===== src/hdl/btok_pkg.sv =====
// Shared types and constants for the bencode tokenizer.
// Depends on nothing; every other file of the block uses it by scoped name.
package btok_pkg;

    // Parser modes.
    typedef enum logic [2:0] {
        MODE_IDLE,
        MODE_INT_FIRST,
        MODE_INT_DIGITS,
        MODE_STR_LEN,
        MODE_STR_BYTES,
        MODE_ERROR
    } t_mode;

    // Event codes given with each byte.
    typedef enum logic [2:0] {
        EV_NONE   = 3'd0,
        EV_INT    = 3'd1,
        EV_LIST   = 3'd2,
        EV_DICT   = 3'd3,
        EV_CLOSE  = 3'd4,
        EV_STRLEN = 3'd5,
        EV_BYTE   = 3'd6,
        EV_ERROR  = 3'd7
    } t_event_kind;

    // Status of one decimal digit step.
    typedef struct packed {
        logic lead_zero;
        logic over_pos;
        logic over_neg;
    } t_digit_flags;

    // Marker bytes of the format.
    localparam logic [7:0] CH_INT   = 8'h69;
    localparam logic [7:0] CH_LIST  = 8'h6C;
    localparam logic [7:0] CH_DICT  = 8'h64;
    localparam logic [7:0] CH_END   = 8'h65;
    localparam logic [7:0] CH_COLON = 8'h3A;
    localparam logic [7:0] CH_MINUS = 8'h2D;
    localparam logic [7:0] CH_ZERO  = 8'h30;
    localparam logic [7:0] CH_NINE  = 8'h39;

    // Width of the event value port.
    localparam int VALUE_W = 64;

endpackage


===== src/hdl/btok_digit.sv =====
// Decimal accumulate step: computes ten times the accumulator plus a digit
// and flags a leading zero or a magnitude past either limit. Uses btok_pkg.
module btok_digit #(
    parameter int INT_BITS = 64
) (
    input  logic [INT_BITS-1:0]  i_acc,
    input  logic                 i_seen,
    input  logic [3:0]           i_digit,
    output logic [INT_BITS-1:0]  o_sum,
    output btok_pkg::t_digit_flags o_flags
);

    localparam int SW = INT_BITS + 4;
    localparam logic [SW-1:0] POS_LIM = (SW'(1) << (INT_BITS - 1)) - SW'(1);
    localparam logic [SW-1:0] NEG_LIM = SW'(1) << (INT_BITS - 1);

    logic [SW-1:0] full_sum;

    // Multiply by ten as two shifts and add the digit.
    assign full_sum = (SW'(i_acc) << 3) + (SW'(i_acc) << 1) + SW'(i_digit);
    assign o_sum    = full_sum[INT_BITS-1:0];

    // A zero already taken may not be followed by another digit.
    assign o_flags.lead_zero = i_seen && (i_acc == '0);
    assign o_flags.over_pos  = full_sum > POS_LIM;
    assign o_flags.over_neg  = full_sum > NEG_LIM;

endmodule


===== src/hdl/btok_fsm.sv =====
// Parser state and per-byte event logic of the bencode tokenizer.
// Uses btok_pkg and the digit step in btok_digit.
module btok_fsm #(
    parameter int MAX_DEPTH = 32,
    parameter int INT_BITS  = 64,
    parameter int DW        = 6
) (
    input  logic                  i_clk,
    input  logic                  i_rst_n,
    input  logic                  i_fire,
    input  logic [7:0]            i_byte,
    output logic [2:0]            o_kind,
    output logic [btok_pkg::VALUE_W-1:0] o_value,
    output logic [DW-1:0]         o_depth
);

    localparam int VW = btok_pkg::VALUE_W;

    btok_pkg::t_mode         r_mode, n_mode;
    logic [DW-1:0]           r_depth, n_depth;
    logic [INT_BITS-1:0]     r_acc, n_acc;
    logic                    r_neg, n_neg;
    logic                    r_seen, n_seen;
    logic [INT_BITS-2:0]     r_rem, n_rem;

    logic [INT_BITS-1:0]     sum;
    btok_pkg::t_digit_flags  flags;
    btok_pkg::t_event_kind   kind;
    logic [VW-1:0]           value;
    logic                    fail;
    logic                    is_digit;
    logic [INT_BITS-2:0]     rem_dec;

    btok_digit #(
        .INT_BITS (INT_BITS)
    ) u_digit (
        .i_acc   (r_acc),
        .i_seen  (r_seen),
        .i_digit (i_byte[3:0]),
        .o_sum   (sum),
        .o_flags (flags)
    );

    assign is_digit = i_byte inside {[btok_pkg::CH_ZERO:btok_pkg::CH_NINE]};
    assign rem_dec  = (r_rem != '0) ? r_rem - 1'b1 : r_rem;

    // Next state and event for the byte in the input register.
    always_comb begin
        n_mode  = r_mode;
        n_depth = r_depth;
        n_acc   = r_acc;
        n_neg   = r_neg;
        n_seen  = r_seen;
        n_rem   = r_rem;
        kind    = btok_pkg::EV_NONE;
        value   = '0;
        fail    = 1'b0;
        case (r_mode)
            btok_pkg::MODE_IDLE: begin
                if (i_byte == btok_pkg::CH_INT) begin
                    n_mode = btok_pkg::MODE_INT_FIRST;
                    n_acc  = '0;
                    n_neg  = 1'b0;
                    n_seen = 1'b0;
                end else if (i_byte == btok_pkg::CH_LIST || i_byte == btok_pkg::CH_DICT) begin
                    if (r_depth >= DW'(MAX_DEPTH)) begin
                        fail = 1'b1;
                    end else begin
                        n_depth = r_depth + 1'b1;
                        kind    = (i_byte == btok_pkg::CH_LIST) ? btok_pkg::EV_LIST
                                                                 : btok_pkg::EV_DICT;
                    end
                end else if (i_byte == btok_pkg::CH_END) begin
                    if (r_depth == '0) begin
                        fail = 1'b1;
                    end else begin
                        n_depth = r_depth - 1'b1;
                        kind    = btok_pkg::EV_CLOSE;
                    end
                end else if (is_digit) begin
                    n_mode = btok_pkg::MODE_STR_LEN;
                    n_acc  = INT_BITS'(i_byte[3:0]);
                    n_neg  = 1'b0;
                    n_seen = 1'b1;
                end else begin
                    fail = 1'b1;
                end
            end
            btok_pkg::MODE_INT_FIRST, btok_pkg::MODE_INT_DIGITS: begin
                if (i_byte == btok_pkg::CH_MINUS && r_mode == btok_pkg::MODE_INT_FIRST) begin
                    n_neg  = 1'b1;
                    n_mode = btok_pkg::MODE_INT_DIGITS;
                end else if (is_digit) begin
                    if (flags.lead_zero || (r_neg ? flags.over_neg : flags.over_pos)) begin
                        fail = 1'b1;
                    end else begin
                        n_acc  = sum;
                        n_seen = 1'b1;
                    end
                    n_mode = btok_pkg::MODE_INT_DIGITS;
                end else if (i_byte == btok_pkg::CH_END && r_seen
                             && !(r_neg && r_acc == '0)) begin
                    kind   = btok_pkg::EV_INT;
                    value  = r_neg ? VW'(0) - VW'(r_acc) : VW'(r_acc);
                    n_mode = btok_pkg::MODE_IDLE;
                end else begin
                    fail = 1'b1;
                end
            end
            btok_pkg::MODE_STR_LEN: begin
                if (is_digit) begin
                    if (flags.lead_zero || flags.over_pos) begin
                        fail = 1'b1;
                    end else begin
                        n_acc  = sum;
                        n_seen = 1'b1;
                    end
                end else if (i_byte == btok_pkg::CH_COLON) begin
                    kind   = btok_pkg::EV_STRLEN;
                    value  = VW'(r_acc);
                    n_rem  = r_acc[INT_BITS-2:0];
                    n_mode = (r_acc == '0) ? btok_pkg::MODE_IDLE : btok_pkg::MODE_STR_BYTES;
                end else begin
                    fail = 1'b1;
                end
            end
            btok_pkg::MODE_STR_BYTES: begin
                kind  = btok_pkg::EV_BYTE;
                value = VW'(i_byte);
                n_rem = rem_dec;
                if (rem_dec == '0) begin
                    n_mode = btok_pkg::MODE_IDLE;
                end
            end
            default: begin
                fail = 1'b1;
            end
        endcase
        // Any failure lands in the sticky error mode.
        if (fail) begin
            n_mode = btok_pkg::MODE_ERROR;
            kind   = btok_pkg::EV_ERROR;
            value  = '0;
        end
    end

    // Control state.
    always_ff @(posedge i_clk) begin
        if (!i_rst_n) begin
            r_mode  <= btok_pkg::MODE_IDLE;
            r_depth <= '0;
            r_acc   <= '0;
            r_neg   <= 1'b0;
            r_seen  <= 1'b0;
            r_rem   <= '0;
        end else if (i_fire) begin
            r_mode  <= n_mode;
            r_depth <= n_depth;
            r_acc   <= n_acc;
            r_neg   <= n_neg;
            r_seen  <= n_seen;
            r_rem   <= n_rem;
        end
    end

    assign o_kind  = kind;
    assign o_value = value;
    assign o_depth = n_depth;

endmodule


===== src/hdl/bencode_tokenizer.sv =====
// Top level of the bencode tokenizer: input register, parser and result
// register. Uses btok_pkg and btok_fsm.
//
// Usage:
//   Input channel: i_in_valid, i_in_byte, with o_in_stall back. One byte is
//   one transaction. Output channel: o_out_valid, o_event_kind,
//   o_event_value, o_nest_level, with i_out_stall back. Every byte gives
//   exactly one output transaction, in order.
//   Path: a byte taken into the input register is parsed from there, and its
//   event is stored in the result register when the result slot is free,
//   which a stall of the receiver can hold off.
//   Throughput: one byte per cycle while the receiver does not stall. The
//   parser mode, depth and accumulator are updated in the same cycle in
//   which a byte is parsed, so that state loop sets the rate.
//   Reset (synchronous, active low) empties both registers and returns the
//   parser to idle at depth zero with no error.
//   When the receiver stalls, the result register holds its event; one more
//   byte may still be taken into the input register, after which
//   o_in_stall rises until the result is taken.
//   An error is sticky: every later byte gives the error event until reset.
module bencode_tokenizer #(
    parameter int MAX_DEPTH = 32,
    parameter int INT_BITS  = 64
) (
    input  logic        i_clk,
    input  logic        i_rst_n,
    input  logic        i_in_valid,
    output logic        o_in_stall,
    input  logic [7:0]  i_in_byte,
    output logic        o_out_valid,
    input  logic        i_out_stall,
    output logic [2:0]  o_event_kind,
    output logic signed [63:0] o_event_value,
    output logic [5:0]  o_nest_level
);

    localparam int DW = $clog2(MAX_DEPTH + 1);
    localparam int VW = btok_pkg::VALUE_W;

    logic          r_in_valid;
    logic [7:0]    r_in_byte;
    logic          r_out_valid;
    logic [2:0]    r_kind;
    logic [VW-1:0] r_value;
    logic [5:0]    r_level;

    logic          out_free;
    logic          fire;
    logic          in_take;
    logic [2:0]    kind;
    logic [VW-1:0] value;
    logic [DW-1:0] depth;

    // Handshake: the result slot is free when empty or being taken.
    assign out_free   = !r_out_valid || !i_out_stall;
    assign fire       = r_in_valid && out_free;
    assign o_in_stall = r_in_valid && !out_free;
    assign in_take    = i_in_valid && !o_in_stall;

    btok_fsm #(
        .MAX_DEPTH (MAX_DEPTH),
        .INT_BITS  (INT_BITS),
        .DW        (DW)
    ) u_fsm (
        .i_clk   (i_clk),
        .i_rst_n (i_rst_n),
        .i_fire  (fire),
        .i_byte  (r_in_byte),
        .o_kind  (kind),
        .o_value (value),
        .o_depth (depth)
    );

    // Valid flags of the two registers.
    always_ff @(posedge i_clk) begin
        if (!i_rst_n) begin
            r_in_valid  <= 1'b0;
            r_out_valid <= 1'b0;
        end else begin
            if (in_take) begin
                r_in_valid <= 1'b1;
            end else if (fire) begin
                r_in_valid <= 1'b0;
            end
            if (fire) begin
                r_out_valid <= 1'b1;
            end else if (!i_out_stall) begin
                r_out_valid <= 1'b0;
            end
        end
    end

    // Payload registers.
    always_ff @(posedge i_clk) begin
        if (in_take) begin
            r_in_byte <= i_in_byte;
        end
        if (fire) begin
            r_kind  <= kind;
            r_value <= value;
            r_level <= 6'(depth);
        end
    end

    assign o_out_valid   = r_out_valid;
    assign o_event_kind  = r_kind;
    assign o_event_value = r_value;
    assign o_nest_level  = r_level;

    // The input side never stalls while the input register is empty.
    a_no_idle_stall: assert property (@(posedge i_clk) disable iff (!i_rst_n)
        !r_in_valid |-> !o_in_stall)
        else $error("input stalled with an empty input register");

    // Events without a value carry zero.
    a_zero_value: assert property (@(posedge i_clk) disable iff (!i_rst_n)
        o_out_valid && (o_event_kind == btok_pkg::EV_NONE
            || o_event_kind == btok_pkg::EV_LIST || o_event_kind == btok_pkg::EV_DICT
            || o_event_kind == btok_pkg::EV_CLOSE || o_event_kind == btok_pkg::EV_ERROR)
        |-> o_event_value == '0)
        else $error("nonzero value on an event without a value");

    // A string byte event carries one byte.
    a_byte_range: assert property (@(posedge i_clk) disable iff (!i_rst_n)
        o_out_valid && o_event_kind == btok_pkg::EV_BYTE |-> o_event_value[63:8] == '0)
        else $error("string byte event out of byte range");

endmodule

===== config.mk =====
export PLATFORM = sky130hd
export DESIGN_NAME = bencode_tokenizer
export DESIGN_NICKNAME = d
export VERILOG_FILES = /design/src/hdl/btok_pkg.sv /design/src/hdl/btok_digit.sv /design/src/hdl/btok_fsm.sv /design/src/hdl/bencode_tokenizer.sv
export SDC_FILE = /design/constraint.sdc
export NUM_CORES = 1
export LEC_CHECK = 0
export ABC_AREA = 1
export BUFFER_PORTS_ARGS = -buffer_cell sky130_fd_sc_hd__buf_2
export CORE_UTILIZATION = 60
export DETAILED_ROUTE_END_ITERATION = 7
export PLACE_DENSITY = 0.8
export SKIP_LAST_GASP = 1
export SLEW_MARGIN = 20
export SYNTH_ARGS = -nofsm -noshare
export SYNTH_HDL_FRONTEND = slang
export SYNTH_SLANG_ARGS = --single-unit
export TNS_END_PERCENT = 100

===== constraint.sdc =====
create_clock -name i_clk -period 12.1 [get_ports i_clk]
set_input_delay 2.42 -clock i_clk [delete_from_list [all_inputs] [get_ports i_clk]]
set_output_delay 2.42 -clock i_clk [all_outputs]
set_load 0.02 [all_outputs]

==> results by group, run 1 <==
Status
  • Status: finished, violations left
  • Failing checks: DRC

Pwr
  • Switch share: 0.435
  • Combinational power share: 0.422
  • Clock share of power: 0.259
  • Total power: 2.75 mW
  • Int Pwr: 1.55 mW
  • Reg power frac: 0.319
  • Pleak: 11.5 nW
  • Worst IR Drop VDD: 0.163 mV
  • Sw power: 1.20 mW
  • Power per cell area: approximately 130 nW/um^2

Worst setup path
  • Reg2reg start: r_in_byte[3]
  • CP peak stage delay: approximately 0.18 ns
  • FF-to-FF End: u_fsm.r_acc[5]
  • Crit path launch type: input pin
  • FF-to-FF path depth: 22
  • Crit path max fanout: 3
  • Worst path bufs/invs: 2
  • Slowest stage cell, crit path: buf_2
  • Crit path DAT: 2.88 ns
  • Top Family by Delay on Critical Path: buffers and inverters
  • CP Cell Sequence: buf_2 > nand2_1 > nor2_1 > buf_2
  • Critical path class: in -> out
  • Crit path required time: 9.68 ns
  • Setup slack, reg-to-reg: 7.01 ns
  • Most frequent CP cell: buf_2
  • CP Depth: 4
  • Critical Path Sink Type: output port

Layout
  • Area grow syn2layout: 7.13%
  • Post-layout net count: ~3600
  • Antenna cells: 0
  • Layout cells sized above 1: 0.0579
  • Non-Filler Instances: between 3000 and 4000
  • Fillers: 3145

Floorplan
  • Die height: 187 um
  • Die W: 187 um
  • Die Area: between 30000 and 40000 sq um
  • I/O pin count: 87
  • Num rows: 67
  • Core area: about 34000 sq um
  • Starting Density: 0.610

Detailed routing
  • Remaining DRCs: 1
  • DRT iter0 DRCs: around 2700
  • Vias per cell: between 5 and 6
  • ANT nets after route: 0
  • Routed len/inst: between 15 and 20 um
  • Via count: 22938
  • DRT Pass-1 Iters: 8
  • WL final: 75000 um

GRT
  • First-pass GRT wire length: around 110000 um
  • Largest net degree at the start of global routing: 126
  • GRT Residual Overflow: 0
  • Antenna violations before repair: 1
  • Number of global-route vias before repair: 21427
  • GR Util All Layers: 0.416

Min path
  • Hold Crit Endpoint: u_fsm.r_rem[62]
  • Hold Path Depth: 2
  • Beginning of the worst hold path: u_fsm.r_rem[62]
  • Worst min path class: reg -> reg

Clock network
  • Hold_buf cts: 0
  • CTS Buf Count: 23
  • CTS tree: built
  • CTS resizes: 0
  • Htree depth: 1
  • Postcts setup bufs: 0
  • CTS max path bufs: 3
  • Clk Latency, worst-skew pair: approximately 0.52 ns
  • CTS root buffer: clkbuf_16
  • Clock-pin slew on the worst setup and hold paths: 0.06 ns
  • Clock Sinks: 221

Synth
  • Synth area leader: nand2_1
  • Seq/Total Area, Yosys: 0.255
  • Asr flop ratio synth: 0
  • Top_reg_cell synth: dfxtp_1
  • Synth cell types: 55
  • Mean Syn Cell Area: 6.08 sq um
  • Commonest cells post-synth: nand2_1 (1021), inv_1 (505), nor2_1 (441), a21oi_1 (251), o21ai_0 (147)
  • Post-synth EDFFs: 81
  • Synth Cell Area: between 20000 and 25000 sq um
  • Count leader, synth: nand2_1
  • Synthesized flop and latch total: 221
  • Synth top area cells: nand2_1 (19%), dfxtp_1 (14%), edfxtp_1 (12%)
  • Gate Count Post-Synth: 3372
  • Synth warnings: 0
  • Post-Synthesis Net Count: 3518
  • Share of the synthesized area in the top cell type: 0.187

Placement
  • # port buffers: 86
  • Detail Placement HPWL: roughly 60000 um
  • Final Wtd Congestion: 1.08
  • Placed Cells: 3827
  • Pre-CTS setup slack: around 6.8 ns

Flow run
  • Max-Cap Viols: 0

STA
  • Worst hold margin: 0.491 ns
  • Period utilisation layout: 0.438
  • Fin worst setup slack: 6.80 ns
  • Clock Skews: between 0.015 and 0.02 ns
  • RSZ-0062 raised after global routing: no
  • Final Slew Violations: 0
  • Max-slew headroom at the worst pin: 0.278
  • Fmax: 189 MHz
  • Final hold vios: 0
  • Fin Setup TNS: 0 ns
  • Worst slew pin tran: between 1 and 1.5 ns
  • Tmin final: between 5 and 6 ns
  • Final setup viols: 0
==> cells in the final DEF, fill, tap and decap left out, types with 22 or more instances in the layout <==
cell / synthesis / routed
edfxtp_1: 81 / 81
xor2_1: 119 / 119
nand4_1: 41 / 41
nor2_1: 441 / 438
nor4_1: 29 / 29
o22ai_1: 31 / 31
o21ai_0: 147 / 147
ha_1: 132 / 132
dfxtp_1: 140 / 140
buf_2: 3 / 86
clkbuf_16: 0 / 24
nand3b_1: 22 / 22
nand3_1: 105 / 105
inv_1: 505 / 504
nand2_1: 1021 / 1019
nor3_1: 51 / 51
a21oi_1: 251 / 251
==> routing by layer <==
metal	vias to the layer above	part of all wire	track usage
li1	10877	-	-
met4	0	0.060	0.230
met3	261	0.099	0.0563
met5	-	0	0
met2	1418	0.45	0.678
met1	10382	0.39	0.533
==> flip-flops by register name, summed over array words and instances, names as in the netlist, 3 cells and up <==
signal         cells
r_in_byte          8
u_fsm.r_acc       64
o_event_value     64
u_fsm.r_depth      6
o_event_kind       3
u_fsm.r_mode       3
o_nest_level       6
u_fsm.r_rem       63
==> how the worst max path moves through the flow <==
stage | from | endpoint | slack, ns
2_1_floorplan | i_out_stall | u_fsm.r_rem[15] | 4.90
3_3_place_gp | i_out_stall | o_in_stall | 6.83
3_5_place_dp | i_out_stall | o_in_stall | 6.79
4_1_cts | i_out_stall | o_in_stall | 6.79
5_1_grt | i_out_stall | o_in_stall | 6.72
6_report | i_out_stall | o_in_stall | 6.80
==> metrics by stage <==
stage / cell area [sq um] / util
2_1_floorplan: 20500 / -
3_3_place_gp: 21200 / 0.631
3_5_place_dp: 21200 / 0.631
4_1_cts: 22000 / 0.653
5_1_grt: 22000 / 0.653
6_report: 22000 / 0.653
==> worst reg2reg max path: stages (launching register included) <==
cell,delay [ns]
edfxtp_1,0.37
inv_1,0.16
fa_1,0.58
inv_1,0.07
fa_1,0.46
nand3_1,0.16
nand3_1,0.21
nand2_1,0.11
nand2_1,0.12
nand2_1,0.09
nand3_1,0.15
xnor2_1,0.27
nand2_1,0.09
nor2_1,0.11
nand2_1,0.07
nor3_1,0.46
nand4_1,0.26
nand3_1,0.13
nand2_1,0.09
nand2_2,0.12
nand2_8,0.35
o21ai_0,0.46
a21oi_1,0.06
==> kinds of logic (layout without fill, tap and decap cells) <==
group,Yosys count,in the layout,synth area share
XOR/XNOR,135,135,0.0577
AND/OR/NAND/NOR,1756,1756,0.352
buffers and inverters,616,664,0.115
AO/OA/AOI/OAI,510,510,0.137
adder cells (fa/ha/maj),134,134,0.0825
flip-flops,221,221,0.255
==> power by group through the flow <==
stage / logic (mW) / registers (mW) / clock network [mW]
after floorplan: 0.806 / 0.879 / 0
after global placement: 1.09 / 0.887 / 0
after detailed placement: 1.11 / 0.889 / 0
after CTS: 1.12 / 0.873 / 0.709
after global routing: 1.26 / 0.880 / 0.734
final: 1.16 / 0.877 / 0.711
==> final cells by class <==
class,count,area [sq um],area share
sequential,221,5240,0.238
timing repair buffer,98,520,0.0237
tap,448,561,0.0255
clock inverter,12,108,0.00490
inverter,525,1970,0.0898
clock buffer,29,629,0.0287
multi-input combinational,2535,12900,0.589
Note: power is estimated with default switching activity, not from simulation.
==> run 2, diff against run 1 <==
--- a/config.mk
+++ b/config.mk
@@ -7,9 +7,9 @@
 export LEC_CHECK = 0
 export ABC_AREA = 1
 export BUFFER_PORTS_ARGS = -buffer_cell sky130_fd_sc_hd__buf_2
-export CORE_UTILIZATION = 60
+export CORE_UTILIZATION = 58
 export DETAILED_ROUTE_END_ITERATION = 7
-export PLACE_DENSITY = 0.8
+export PLACE_DENSITY = 0.81
 export SKIP_LAST_GASP = 1
 export SLEW_MARGIN = 20
 export SYNTH_ARGS = -nofsm -noshare
==> constraint.sdc (replaced) <==
create_clock -name i_clk -period 4.46 [get_ports i_clk]
set_input_delay 0.892 -clock i_clk [delete_from_list [all_inputs] [get_ports i_clk]]
set_output_delay 0.892 -clock i_clk [all_outputs]
set_load 0.02 [all_outputs]
==> results by group, run 2 (synthesis results as in run 1) <==
Status
  • Status: finished, final reports clean

Detailed routing
  • Routed len/inst: 19.6 um (+1.0%)
  • ANT nets after route: 0 (unchanged)
  • Remaining DRCs: 0 (-1)
  • WL final: 76400 um (+1.9%)
  • Via count: 22927 (-0.048%)
  • Vias per cell: 5.88 (-0.89%)
  • DRT Pass-1 Iters: 8 (unchanged)
  • DRT iter0 DRCs: 2834 (+4.6%)

Layout
  • Finished Core Util: 0.645 (-0.00801)
  • Area grow syn2layout: 9.01%
  • Layout cells sized above 1: 0.0700 (+0.0121)
  • Post-layout net count: 3575 (+0.70%)
  • Commonest non-fill, non-tap cell in the layout: nand2_1
  • Most frequent cells in the layout: nand2_1 (1015), inv_1 (504), nor2_1 (437)

Worst setup path
  • CP peak stage delay: 0.55 ns (+0.37 ns)
  • Crit path launch type: flip-flop
  • Crit path DAT: 4.74 ns (+1.86 ns)
  • Setup slack, reg-to-reg: 0.13 ns (-6.88 ns)
  • Worst path bufs/invs: 2 (unchanged)
  • Slowest stage cell, crit path: dfxtp_1
  • Top Family by Delay on Critical Path: simple AND/OR/NAND/NOR gates
  • Critical Path Sink Type: flip-flop
  • Critical path class: reg -> reg
  • Most frequent CP cell: nand2_1
  • Crit path required time: 4.86 ns (-4.82 ns)
  • CP Cell Sequence: ha_1 > ha_1 > nand2_1 > nor2_1 > nand2_1 > nand2_1 > nand2_1 > nand2_1 > nand2_1 > nand2_1 > nand2_1 > nand3_1 > nand2_1 > inv_1 > nand2_1 > nor2_2 > nand2_1 > nor2_1 > nor2_1 > nor2_2 > nand2_4 > buf_12 > o21ai_0 > a21oi_1
  • Crit path max fanout: 44 (+41)

Clock network
  • CTS tree: built
  • Htree depth: 1 (unchanged)
  • Clock Sinks: 221 (unchanged)
  • Clock-pin slew on the worst setup and hold paths: 0.07 ns (about the same)
  • CTS max path bufs: 3 (unchanged)
  • CTS root buffer: clkbuf_16
  • Clk Latency, worst-skew pair: 0.53 ns (about the same)
  • CTS Buf Count: 23 (unchanged)

Pwr
  • Pleak: 11.7 nW (+2.0%)
  • Worst IR Drop VDD: 0.469 mV (+190%)
  • Power per cell area: 344 nW/um^2 (+170%)
  • Total power: 7.69 mW (+180%)

Flow run
  • Max-Cap Viols: 0 (unchanged)

Floorplan
  • Die height: 190 um (+1.7%)
  • Core area: 34600 sq um (+3.0%)
  • Die Area: 36100 sq um (+3.4%)
  • Num rows: 68 (+1.5%)
  • Starting Density: 0.592 (-0.0178)
  • Die W: 190 um (+1.7%)
  • I/O pin count: 87 (unchanged)

Placement
  • # port buffers: 86 (unchanged)
  • Detail Placement HPWL: 61300 um (+2.6%)
  • Final Wtd Congestion: 1.10 (+1.7%)

STA
  • Fin Setup TNS: 0 ns (unchanged)
  • Fmax: 231 MHz
  • Tmin final: around 4.3 ns
  • Period utilisation layout: 0.972
  • Final Slew Violations: 0 (unchanged)
  • Final hold vios: 0 (unchanged)
  • Max-slew headroom at the worst pin: 0.269 (-0.00913)
  • Worst slew pin tran: 1.10 ns (+0.0137 ns)
  • Final setup viols: 0 (unchanged)
  • Clock Skews: 0.0112 ns (-0.00874 ns)

GRT
  • First-pass GRT wire length: 116000 um (+0.96%)
  • Largest net degree at the start of global routing: 90 (-29%)
  • GRT Residual Overflow: 0 (unchanged)
  • Antenna violations before repair: 1 (unchanged)
  • Number of global-route vias before repair: 21052 (-1.8%)
  • GR Util All Layers: 0.415 (-0.000829)

Min path
  • Worst min path class: reg -> reg
run 2: repair_timing:
item | 4_1_cts | 5_1_grt
endpoints found under the setup margin | 0 | 68
resized for setup | 0 | 18
hold buffers | 0 | 0
setup buffers | 0 | 0
run 2: per-stage QoR:
step	instances	hold slack, ns	setup slack, ns	instance area, sq um
after floorplan	3372	0.445	0.185	20500
after global placement	3859	0.455	0.309	21500
after detailed placement	3859	0.466	0.193	21500
after CTS	3900	0.481	0.154	22300
after global routing	3900	0.511	-0.0675	22300
final	3901	0.484	0.126	22300
run 2: worst register-to-register path, delay by kind of cell, from the launching register on:
family,cells,cell delay (ns)
simple gates,18,2.36
fa+ha+maj,2,0.69
flops,1,0.55
compound gates,2,0.34
buf+inv,2,0.28
run 2: final timing paths:
kind / start / to / depth (start not counted)
max: u_fsm.r_acc[6] / u_fsm.r_acc[19] / 24
min: u_fsm.r_rem[61] / u_fsm.r_rem[61] / 2
max reg2reg: u_fsm.r_acc[6] / u_fsm.r_acc[19] / 24
min reg2reg: u_fsm.r_rem[61] / u_fsm.r_rem[61] / 2
run 2: power by group:
part	total, mW	leakage [nW]	internal, mW	switching, mW
Clock	2.09	0.401	1.21	0.873
Combinational	3.23	9.41	0.976	2.25
Sequential	2.38	1.92	2.20	0.173
run 2: layout make-up:
| cell class | instances | area (sq um) |
|---|---|---|
| Inverter | 525 | 1970 |
| Antenna cell | 1 | 2.50 |
| Clock buffer | 31 | 689 |
| Fill cell | 3334 | 12300 |
| Tap cell | 455 | 569 |
| Clock inverter | 10 | 118 |
| Multi-Input combinational cell | 2535 | 13000 |
| Timing Repair Buffer | 123 | 746 |
| Sequential cell | 221 | 5240 |
run 2: routing by layer:
metal  global-route usage  wire length, um
met1                0.531            30200
met2                0.683            34700
met3               0.0526             7080
met4                0.218             4440
met5                    0                0
